===== src/sv/gaussian_band_force_core_defines.svh =====
// Assertion macros for the Gaussian band force core.
// Depends on nothing; included by files that carry concurrent checks.
`ifndef GAUSSIAN_BAND_FORCE_CORE_DEFINES_SVH
`define GAUSSIAN_BAND_FORCE_CORE_DEFINES_SVH

// same-cycle implication, clocked on clk, off during reset
`define GBF_ASSERT_IMPL(label, ante, cons) \
    label: assert property (@(posedge clk) disable iff (!rst_n) (ante) |-> (cons)) \
        else $error("gbf same-cycle check failed");

// next-cycle implication, clocked on clk, off during reset
`define GBF_ASSERT_NEXT(label, ante, cons) \
    label: assert property (@(posedge clk) disable iff (!rst_n) (ante) |=> (cons)) \
        else $error("gbf next-cycle check failed");

`endif


===== src/sv/gbf_pkg.sv =====
// Shared constants, types and the exp ROM generator for the Gaussian band force core.
// Depends on nothing; used by the channel interfaces and every module.
`default_nettype none

package gbf_pkg;

    localparam int VEC_BITS       = 20;  // axis / direction components, Q2.18
    localparam int Y_BITS         = 19;  // in-band projection, 10 fraction bits
    localparam int SQ_BITS        = 38;  // y^2
    localparam int ARG_BITS       = 54;  // y^2 * inverse_width
    localparam int ARG_SHIFT      = 31;  // 32 table steps per unit
    localparam int IDX_FULL_BITS  = ARG_BITS - ARG_SHIFT;
    localparam int E_BITS         = 17;  // exp value, Q16 (1.0 fits)
    localparam int AMP_BITS       = 16;
    localparam int IW_BITS        = 16;
    localparam int BL_BITS        = 19;
    localparam int MAG_BITS       = AMP_BITS + E_BITS;
    localparam int PROD_BITS      = MAG_BITS + VEC_BITS;
    localparam int RND_SHIFT      = 34;
    localparam int OUT_BITS       = 24;
    localparam int CFG_DATA_BITS  = 60;
    localparam int CFG_INDEX_BITS = 3;

    localparam logic [63:0] EXP_STEP_Q30 = 64'd1040706261;

    // register map
    localparam logic [CFG_INDEX_BITS-1:0] CFG_START_POINT     = 3'd0;
    localparam logic [CFG_INDEX_BITS-1:0] CFG_AXIS_UNIT       = 3'd1;
    localparam logic [CFG_INDEX_BITS-1:0] CFG_BAND_LENGTH     = 3'd2;
    localparam logic [CFG_INDEX_BITS-1:0] CFG_INVERSE_WIDTH   = 3'd3;
    localparam logic [CFG_INDEX_BITS-1:0] CFG_AMPLITUDE       = 3'd4;
    localparam logic [CFG_INDEX_BITS-1:0] CFG_FORCE_DIRECTION = 3'd5;

    // advance strobes for the three stages of one pipeline section
    typedef struct packed {
        logic s0;
        logic s1;
        logic s2;
    } gbf_adv_t;

    // exp(-idx/32) in Q16: square-and-multiply in Q30, round half up each step
    function automatic logic [E_BITS-1:0] exp_rom_q16(input int unsigned idx);
        logic [63:0] p;
        logic [63:0] b;
        logic [31:0] n;
        p = 64'd1 << 30;
        b = EXP_STEP_Q30;
        n = idx;
        for (int i = 0; i < 16; i++)
        begin
            if (n[0])
            begin
                p = (p * b + (64'd1 << 29)) >> 30;
            end
            b = (b * b + (64'd1 << 29)) >> 30;
            n = n >> 1;
        end
        p = (p + (64'd1 << 13)) >> 14;
        return p[E_BITS-1:0];
    endfunction

endpackage

`default_nettype wire


===== src/sv/gbf_project.sv =====
// Projection section: offset from start point, dot product with the axis, band test.
// Depends on gbf_pkg; three register stages advanced by the top-level control.
`default_nettype none

module gbf_project
    import gbf_pkg::*;
#(
    parameter int COORD_BITS = 20
) (
    input  wire logic                         clk,
    input  wire gbf_adv_t                     adv,
    input  wire logic signed [COORD_BITS-1:0] pos_x,
    input  wire logic signed [COORD_BITS-1:0] pos_y,
    input  wire logic signed [COORD_BITS-1:0] pos_z,
    input  wire logic [CFG_DATA_BITS-1:0]     start_point,
    input  wire logic [CFG_DATA_BITS-1:0]     axis_unit,
    input  wire logic [BL_BITS-1:0]           band_length,
    output logic [Y_BITS-1:0]                 y10,
    output logic                              in_band
);

    localparam int DW = COORD_BITS + 1;
    localparam int PW = DW + VEC_BITS;
    localparam int SW = PW + 2;
    localparam int LIM_BITS = BL_BITS + 18 + 1;
    localparam int CW = (SW > LIM_BITS) ? SW : LIM_BITS;

    logic [63:0]                  sp_pad;
    logic signed [COORD_BITS-1:0] pos [3];
    logic signed [COORD_BITS-1:0] sp  [3];
    logic signed [VEC_BITS-1:0]   ax  [3];
    logic signed [DW-1:0]         d_reg [3];
    logic signed [PW-1:0]         p_reg [3];
    logic signed [CW-1:0]         y_ext;
    logic signed [CW-1:0]         lim;
    logic [Y_BITS-1:0]            y10_reg;
    logic                         in_band_reg;

    assign sp_pad = {{(64 - CFG_DATA_BITS){1'b0}}, start_point};
    assign pos[0] = pos_x;
    assign pos[1] = pos_y;
    assign pos[2] = pos_z;

    for (genvar k = 0; k < 3; k++)
    begin : g_lane
        assign sp[k] = $signed(sp_pad[k*COORD_BITS +: COORD_BITS]);
        assign ax[k] = $signed(axis_unit[k*VEC_BITS +: VEC_BITS]);

        always_ff @(posedge clk)
        begin
            if (adv.s0)
            begin
                d_reg[k] <= DW'(pos[k]) - DW'(sp[k]);
            end
            if (adv.s1)
            begin
                p_reg[k] <= PW'(d_reg[k]) * PW'(ax[k]);
            end
        end
    end

    // projection has 28 fraction bits; band test at full precision
    assign y_ext = CW'(SW'(p_reg[0]) + SW'(p_reg[1]) + SW'(p_reg[2]));
    assign lim   = CW'($signed({1'b0, band_length, 18'd0}));

    always_ff @(posedge clk)
    begin
        if (adv.s2)
        begin
            y10_reg     <= y_ext[18 +: Y_BITS];
            in_band_reg <= !y_ext[CW-1] && (y_ext <= lim);
        end
    end

    assign y10     = y10_reg;
    assign in_band = in_band_reg;

endmodule

`default_nettype wire


===== config.mk =====
export PLATFORM = sky130hd
export DESIGN_NAME = gbf_project
export DESIGN_NICKNAME = d
export VERILOG_FILES = /design/src/sv/gaussian_band_force_core_defines.svh /design/src/sv/gbf_pkg.sv /design/src/sv/gbf_project.sv
export SDC_FILE = /design/constraint.sdc
export NUM_CORES = 2
export LEC_CHECK = 0
export ABC_AREA = 1
export BUFFER_PORTS_ARGS = -buffer_cell sky130_fd_sc_hd__buf_2
export CAP_MARGIN = 10
export CORE_UTILIZATION = 60
export CTS_CLUSTER_DIAMETER = 150
export DETAILED_ROUTE_END_ITERATION = 7
export GPL_TIMING_DRIVEN = 0
export PLACE_DENSITY = 0.78
export SLEW_MARGIN = 5
export SYNTH_ARGS = -nofsm -noshare
export SYNTH_HDL_FRONTEND = slang
export SYNTH_SLANG_ARGS = --single-unit

===== constraint.sdc =====
create_clock -name clk -period 7.5 [get_ports clk]
set_input_delay 0 -clock clk [delete_from_list [all_inputs] [get_ports clk]]
set_output_delay 0 -clock clk [all_outputs]
set_load 0.01 [all_outputs]

==> results_tabular.tex <==
\begin{tabular}{lr}
\hline
Metric & Value \\
\hline
\multicolumn{2}{l}{\textbf{Run status}} \\
Result of the run & finished clean \\
\multicolumn{2}{l}{\textbf{Synth}} \\
Most frequently used cell type in the post-synthesis netlist & sky130\_fd\_sc\_hd\_\_inv\_1 \\
Top cell type's share of synthesized area & between 40\% and 50\% \\
FF+latch count, synth & just over 200 \\
Share of async-settable or async-resettable flops after synthesis & 0\% \\
Synth area leaders & sky130\_fd\_sc\_hd\_\_fa\_1 43\%, sky130\_fd\_sc\_hd\_\_inv\_1 14\%, sky130\_fd\_sc\_hd\_\_nand2\_1 10\%, sky130\_fd\_sc\_hd\_\_edfxtp\_1 9.9\%, sky130\_fd\_sc\_hd\_\_ha\_1 8.9\% \\
Unique masters post-synth & 53 \\
Synth top cells by count & 2,358 x sky130\_fd\_sc\_hd\_\_inv\_1, 1,679 x sky130\_fd\_sc\_hd\_\_nand2\_1, 1,359 x sky130\_fd\_sc\_hd\_\_fa\_1, 447 x sky130\_fd\_sc\_hd\_\_ha\_1, 279 x sky130\_fd\_sc\_hd\_\_nor2\_1 \\
Per-instance average area after synthesis & around 8.3 um\^{}2 \\
Cells after Synth & 7,569 \\
Sequential area share after synthesis & roughly a tenth \\
Post-Syn Area & around 63,000 um\^{}2 \\
Net count after synthesis & 9,578 \\
Top cell type by total area after synthesis & sky130\_fd\_sc\_hd\_\_fa\_1 \\
Ys flop type & sky130\_fd\_sc\_hd\_\_edfxtp\_1 \\
Number of enable flip-flop cells after synthesis & 206 \\
Warning count from the yosys run & 0 \\
\multicolumn{2}{l}{\textbf{Clock tree}} \\
Clock tree from TritonCTS & built \\
Clk sink count & slightly above 200 \\
CTS Root Cell & sky130\_fd\_sc\_hd\_\_clkbuf\_16 \\
Maximum count of clock buffers along a single path & 3 \\
Number of buffers added by the clock tree synthesis step & 28 \\
Number of levels in the clock H-tree & 1 \\
Clock transition at path regs & about 50 ps \\
Clock insertion delay at the later pin of the skew report & approximately 640 ps \\
\multicolumn{2}{l}{\textbf{Worst hold path}} \\
End point of the worst hold path & d\_reg[0][36]\$\_DFFE\_PP\_ \\
HP Start & start\_point[35] \\
Worst Hold Path Cells & 4 \\
Type of the most critical hold path & in -> reg \\
\multicolumn{2}{l}{\textbf{STA}} \\
Worst rel slew slack & roughly a third \\
Count of final max-slew check failures & 0 \\
Setup-violating endpoint count in the final report & 0 \\
Final number of hold-violating endpoints & 0 \\
Setup TNS & 0 ps \\
Worst Clk Skew & just under 50 ps \\
RSZ-0062 raised after global routing & yes \\
Maximum clock frequency & between 100 and 150 MHz \\
Time the final worst path needs with I/O delays and setup & between 7000 and 8000 ps \\
Slack of the critical path & approximately 150 ps \\
Fraction of the cycle the final worst path needs & $\sim$98\% \\
Worst-margin pin slew & around 1000 ps \\
\multicolumn{2}{l}{\textbf{Finish}} \\
Area added between synthesis and finish & 8.58\% \\
Fill cells & 8,746 \\
Flip-flop count of the largest register, all copies and words added & 123 \\
Final-stage net count & roughly 10,000 \\
Fraction of final layout cells sized beyond drive strength 1 & 4.86\% \\
Sequential cell area in the final layout & 6190 um\^{}2 \\
Post-route core utilization & $\sim$66\% \\
Footprint of the multi-input gates & 46,700 um\^{}2 \\
\multicolumn{2}{l}{\textbf{Worst setup path}} \\
Kind of cell adding the most delay to the critical path & adder cells \\
Kind of launch point of the worst setup path & flop \\
Worst path required time & roughly 7800 ps \\
Arrival time reported for the critical path endpoint & about 7700 ps \\
Classification of the worst setup path & reg -> reg \\
FF-to-FF setup slack & roughly 150 ps \\
Slowest CP cell & sky130\_fd\_sc\_hd\_\_fa\_2 \\
Start of the worst register-to-register path & d\_reg[0][41]\$\_DFFE\_PP\_ \\
Critical-path cell list & clkbuf\_4 -> nand2\_1 -> fa\_2 -> fa\_1 -> inv\_1 -> fa\_2 -> clkinvlp\_4 -> buf\_4 -> buf\_4 -> fa\_1 -> fa\_1 -> inv\_1 -> fa\_1 -> inv\_1 -> fa\_1 -> inv\_1 -> ha\_1 -> nand3\_1 -> inv\_1 -> nand2\_1 -> o211ai\_1 -> a31oi\_1 -> o211ai\_1 -> xnor2\_1 \\
Count of buffering cells on the critical path with inverters included & 9 \\
Number of cells on the critical path & 24 \\
Sort of element at the end of the critical path & flop \\
Depth of the worst register-to-register path & 24 \\
Worst-path fanout max & 10 \\
Crit path largest cell delay & 670 ps \\
Worst r2r dst & p\_reg[0][81]\$\_DFFE\_PP\_ \\
\multicolumn{2}{l}{\textbf{Route}} \\
Metal-1 WL & around 73 mm \\
Detailed-routed wire length on met2 & around 84 mm \\
Detailed-routed wire length on met3 & about 16 mm \\
Antenna viol nets, final & 0 \\
Total number of vias & $\sim$50,000 \\
Number of DRC markers after the initial detailed-route iteration & 4,446 \\
Number of search-and-repair iterations in the first detailed-routing pass & 6 \\
Post-detailed-routing wire length & around 180 mm \\
Number of remaining DRC errors & 0 \\
Detailed-route wire length per cell & roughly 19 um \\
Via-per-instance ratio & roughly 5.4 \\
Uppermost layer routed & met4 \\
\multicolumn{2}{l}{\textbf{Placement}} \\
HPWL after DPL & around 150 mm \\
IO Port Bufs & roughly 220 \\
Post-Place Worst Slack & -391 ps \\
RePlAce Congestion & approximately 0.99 \\
\multicolumn{2}{l}{\textbf{Run}} \\
Max-cap violations & 0 \\
\multicolumn{2}{l}{\textbf{Floorplanning}} \\
Die Height & between 300 and 400 um \\
Ports placed on the boundary & 223 \\
Standard-cell rows & 118 \\
Area of the die & 106,000 um\^{}2 \\
Placeable core region & slightly above 100,000 um\^{}2 \\
Starting density of the core & about three fifths \\
Die X & between 300 and 400 um \\
\multicolumn{2}{l}{\textbf{GRT}} \\
Antenna violations before repair & 1 \\
Vias in the first global route & 52,800 \\
Pin count of the biggest net entering global routing & roughly 110 \\
Overall overflow remaining after global route & 0 \\
Wire length of the first global-routing pass & roughly 290 mm \\
Total GRT Usage & between 30\% and 40\% \\
\hline
\end{tabular}
## worst max-delay path by stage
stage                                      start                     end  slack, ps
after global placement    d_reg[0][41]$_DFFE_PP_  p_reg[0][81]$_DFFE_PP_       -300
final                     d_reg[0][41]$_DFFE_PP_  p_reg[0][81]$_DFFE_PP_        150
after global routing      d_reg[0][41]$_DFFE_PP_  p_reg[0][81]$_DFFE_PP_        -30
after detailed placement  d_reg[0][41]$_DFFE_PP_  p_reg[0][81]$_DFFE_PP_       -390
after floorplan           d_reg[0][20]$_DFFE_PP_  p_reg[0][38]$_DFFE_PP_       1110
after CTS                 d_reg[0][41]$_DFFE_PP_  p_reg[0][81]$_DFFE_PP_        -80
## what timing repair did
item                                    4_1_cts  5_1_grt
endpoints found under the setup margin       12       14
pin swaps                                     0        2
hold buffers                                136        0
endpoints found under the hold margin       127        0
setup buffers                                 0        6
gates resized for setup                       6       30
## layout make-up
| type | instances | area share (%) |
|---|---|---|
| diodes | 1 | 0.00368 |
| plain buffers | 247 | 1.39 |
| clock buffers | 29 | 1.04 |
| clock inverters | 22 | 0.423 |
| inverters | 2363 | 13.1 |
| multi-input cells | 4753 | 68.7 |
| flip-flops and latches | 206 | 9.10 |
| well taps | 1380 | 2.54 |
| repair buffers | 366 | 3.80 |
## cell usage in the layout, fill, tap and decap left out, types with 5 or more instances in the layout
cell type,instances
sky130_fd_sc_hd__a21boi_0,5
sky130_fd_sc_hd__a21o_1,33
sky130_fd_sc_hd__a21oi_1,217
sky130_fd_sc_hd__a21oi_2,17
sky130_fd_sc_hd__a221oi_1,5
sky130_fd_sc_hd__a31oi_1,50
sky130_fd_sc_hd__buf_2,222
sky130_fd_sc_hd__buf_4,8
sky130_fd_sc_hd__clkbuf_1,236
sky130_fd_sc_hd__clkbuf_16,28
sky130_fd_sc_hd__clkbuf_2,6
sky130_fd_sc_hd__clkinvlp_4,7
sky130_fd_sc_hd__dlygate4sd3_1,136
sky130_fd_sc_hd__edfxtp_1,206
sky130_fd_sc_hd__fa_1,1354
sky130_fd_sc_hd__fa_2,5
sky130_fd_sc_hd__ha_1,444
sky130_fd_sc_hd__inv_1,2356
sky130_fd_sc_hd__inv_2,5
sky130_fd_sc_hd__nand2_1,1678
sky130_fd_sc_hd__nand2_2,9
sky130_fd_sc_hd__nand3_1,111
sky130_fd_sc_hd__nand4_1,34
sky130_fd_sc_hd__nor2_1,279
sky130_fd_sc_hd__nor2_2,7
sky130_fd_sc_hd__nor3_1,16
sky130_fd_sc_hd__nor4_1,11
sky130_fd_sc_hd__nor4_2,7
sky130_fd_sc_hd__o211ai_1,8
sky130_fd_sc_hd__o21a_1,9
sky130_fd_sc_hd__o21ai_0,115
sky130_fd_sc_hd__o21ai_1,20
sky130_fd_sc_hd__o21ai_2,15
sky130_fd_sc_hd__o21bai_1,25
sky130_fd_sc_hd__o221ai_1,6
sky130_fd_sc_hd__or2_2,16
sky130_fd_sc_hd__xnor2_1,84
sky130_fd_sc_hd__xor2_1,138
## metal layers
layer	global-route usage [%]	up-vias
li1	-	22600
met1	48.3	25000
met2	57.1	2197
met3	5.20	407
met4	12.3	0
met5	0	-
## stage by stage
stage | instances | hold slack (ps) | instance area (um^2)
floorplan | 7569 | 112 | 62600
global placement | 9171 | 388 | 65500
detailed placement | 9173 | 338 | 65500
CTS | 9360 | 4.82 | 67900
global route | 9367 | 46.2 | 68000
finish | 9367 | 21.6 | 68000
## cells by family after synthesis
family	after synthesis	share of synthesized area (%)
adder cells (fa/ha/maj)	1806	52.4
AND/OR/NAND/NOR	2184	13.9
buffers and inverters	2610	15.6
flip-flops	206	9.88
XOR/XNOR	222	3.10
AO/OA/AOI/OAI	541	5.14
## worst reg2reg max path, delay by kind of cell, from the launching register on
family	cells	cell delay (ps)
flip-flops	1	390
adder cells (fa/ha/maj)	8	4140
AND/OR/NAND/NOR	3	490
buffers and inverters	9	1010
AO/OA/AOI/OAI	3	820
XOR/XNOR	1	230
Power is not shown: default switching activity piles up to over one toggle a cycle in this logic, so the estimate is an artifact.
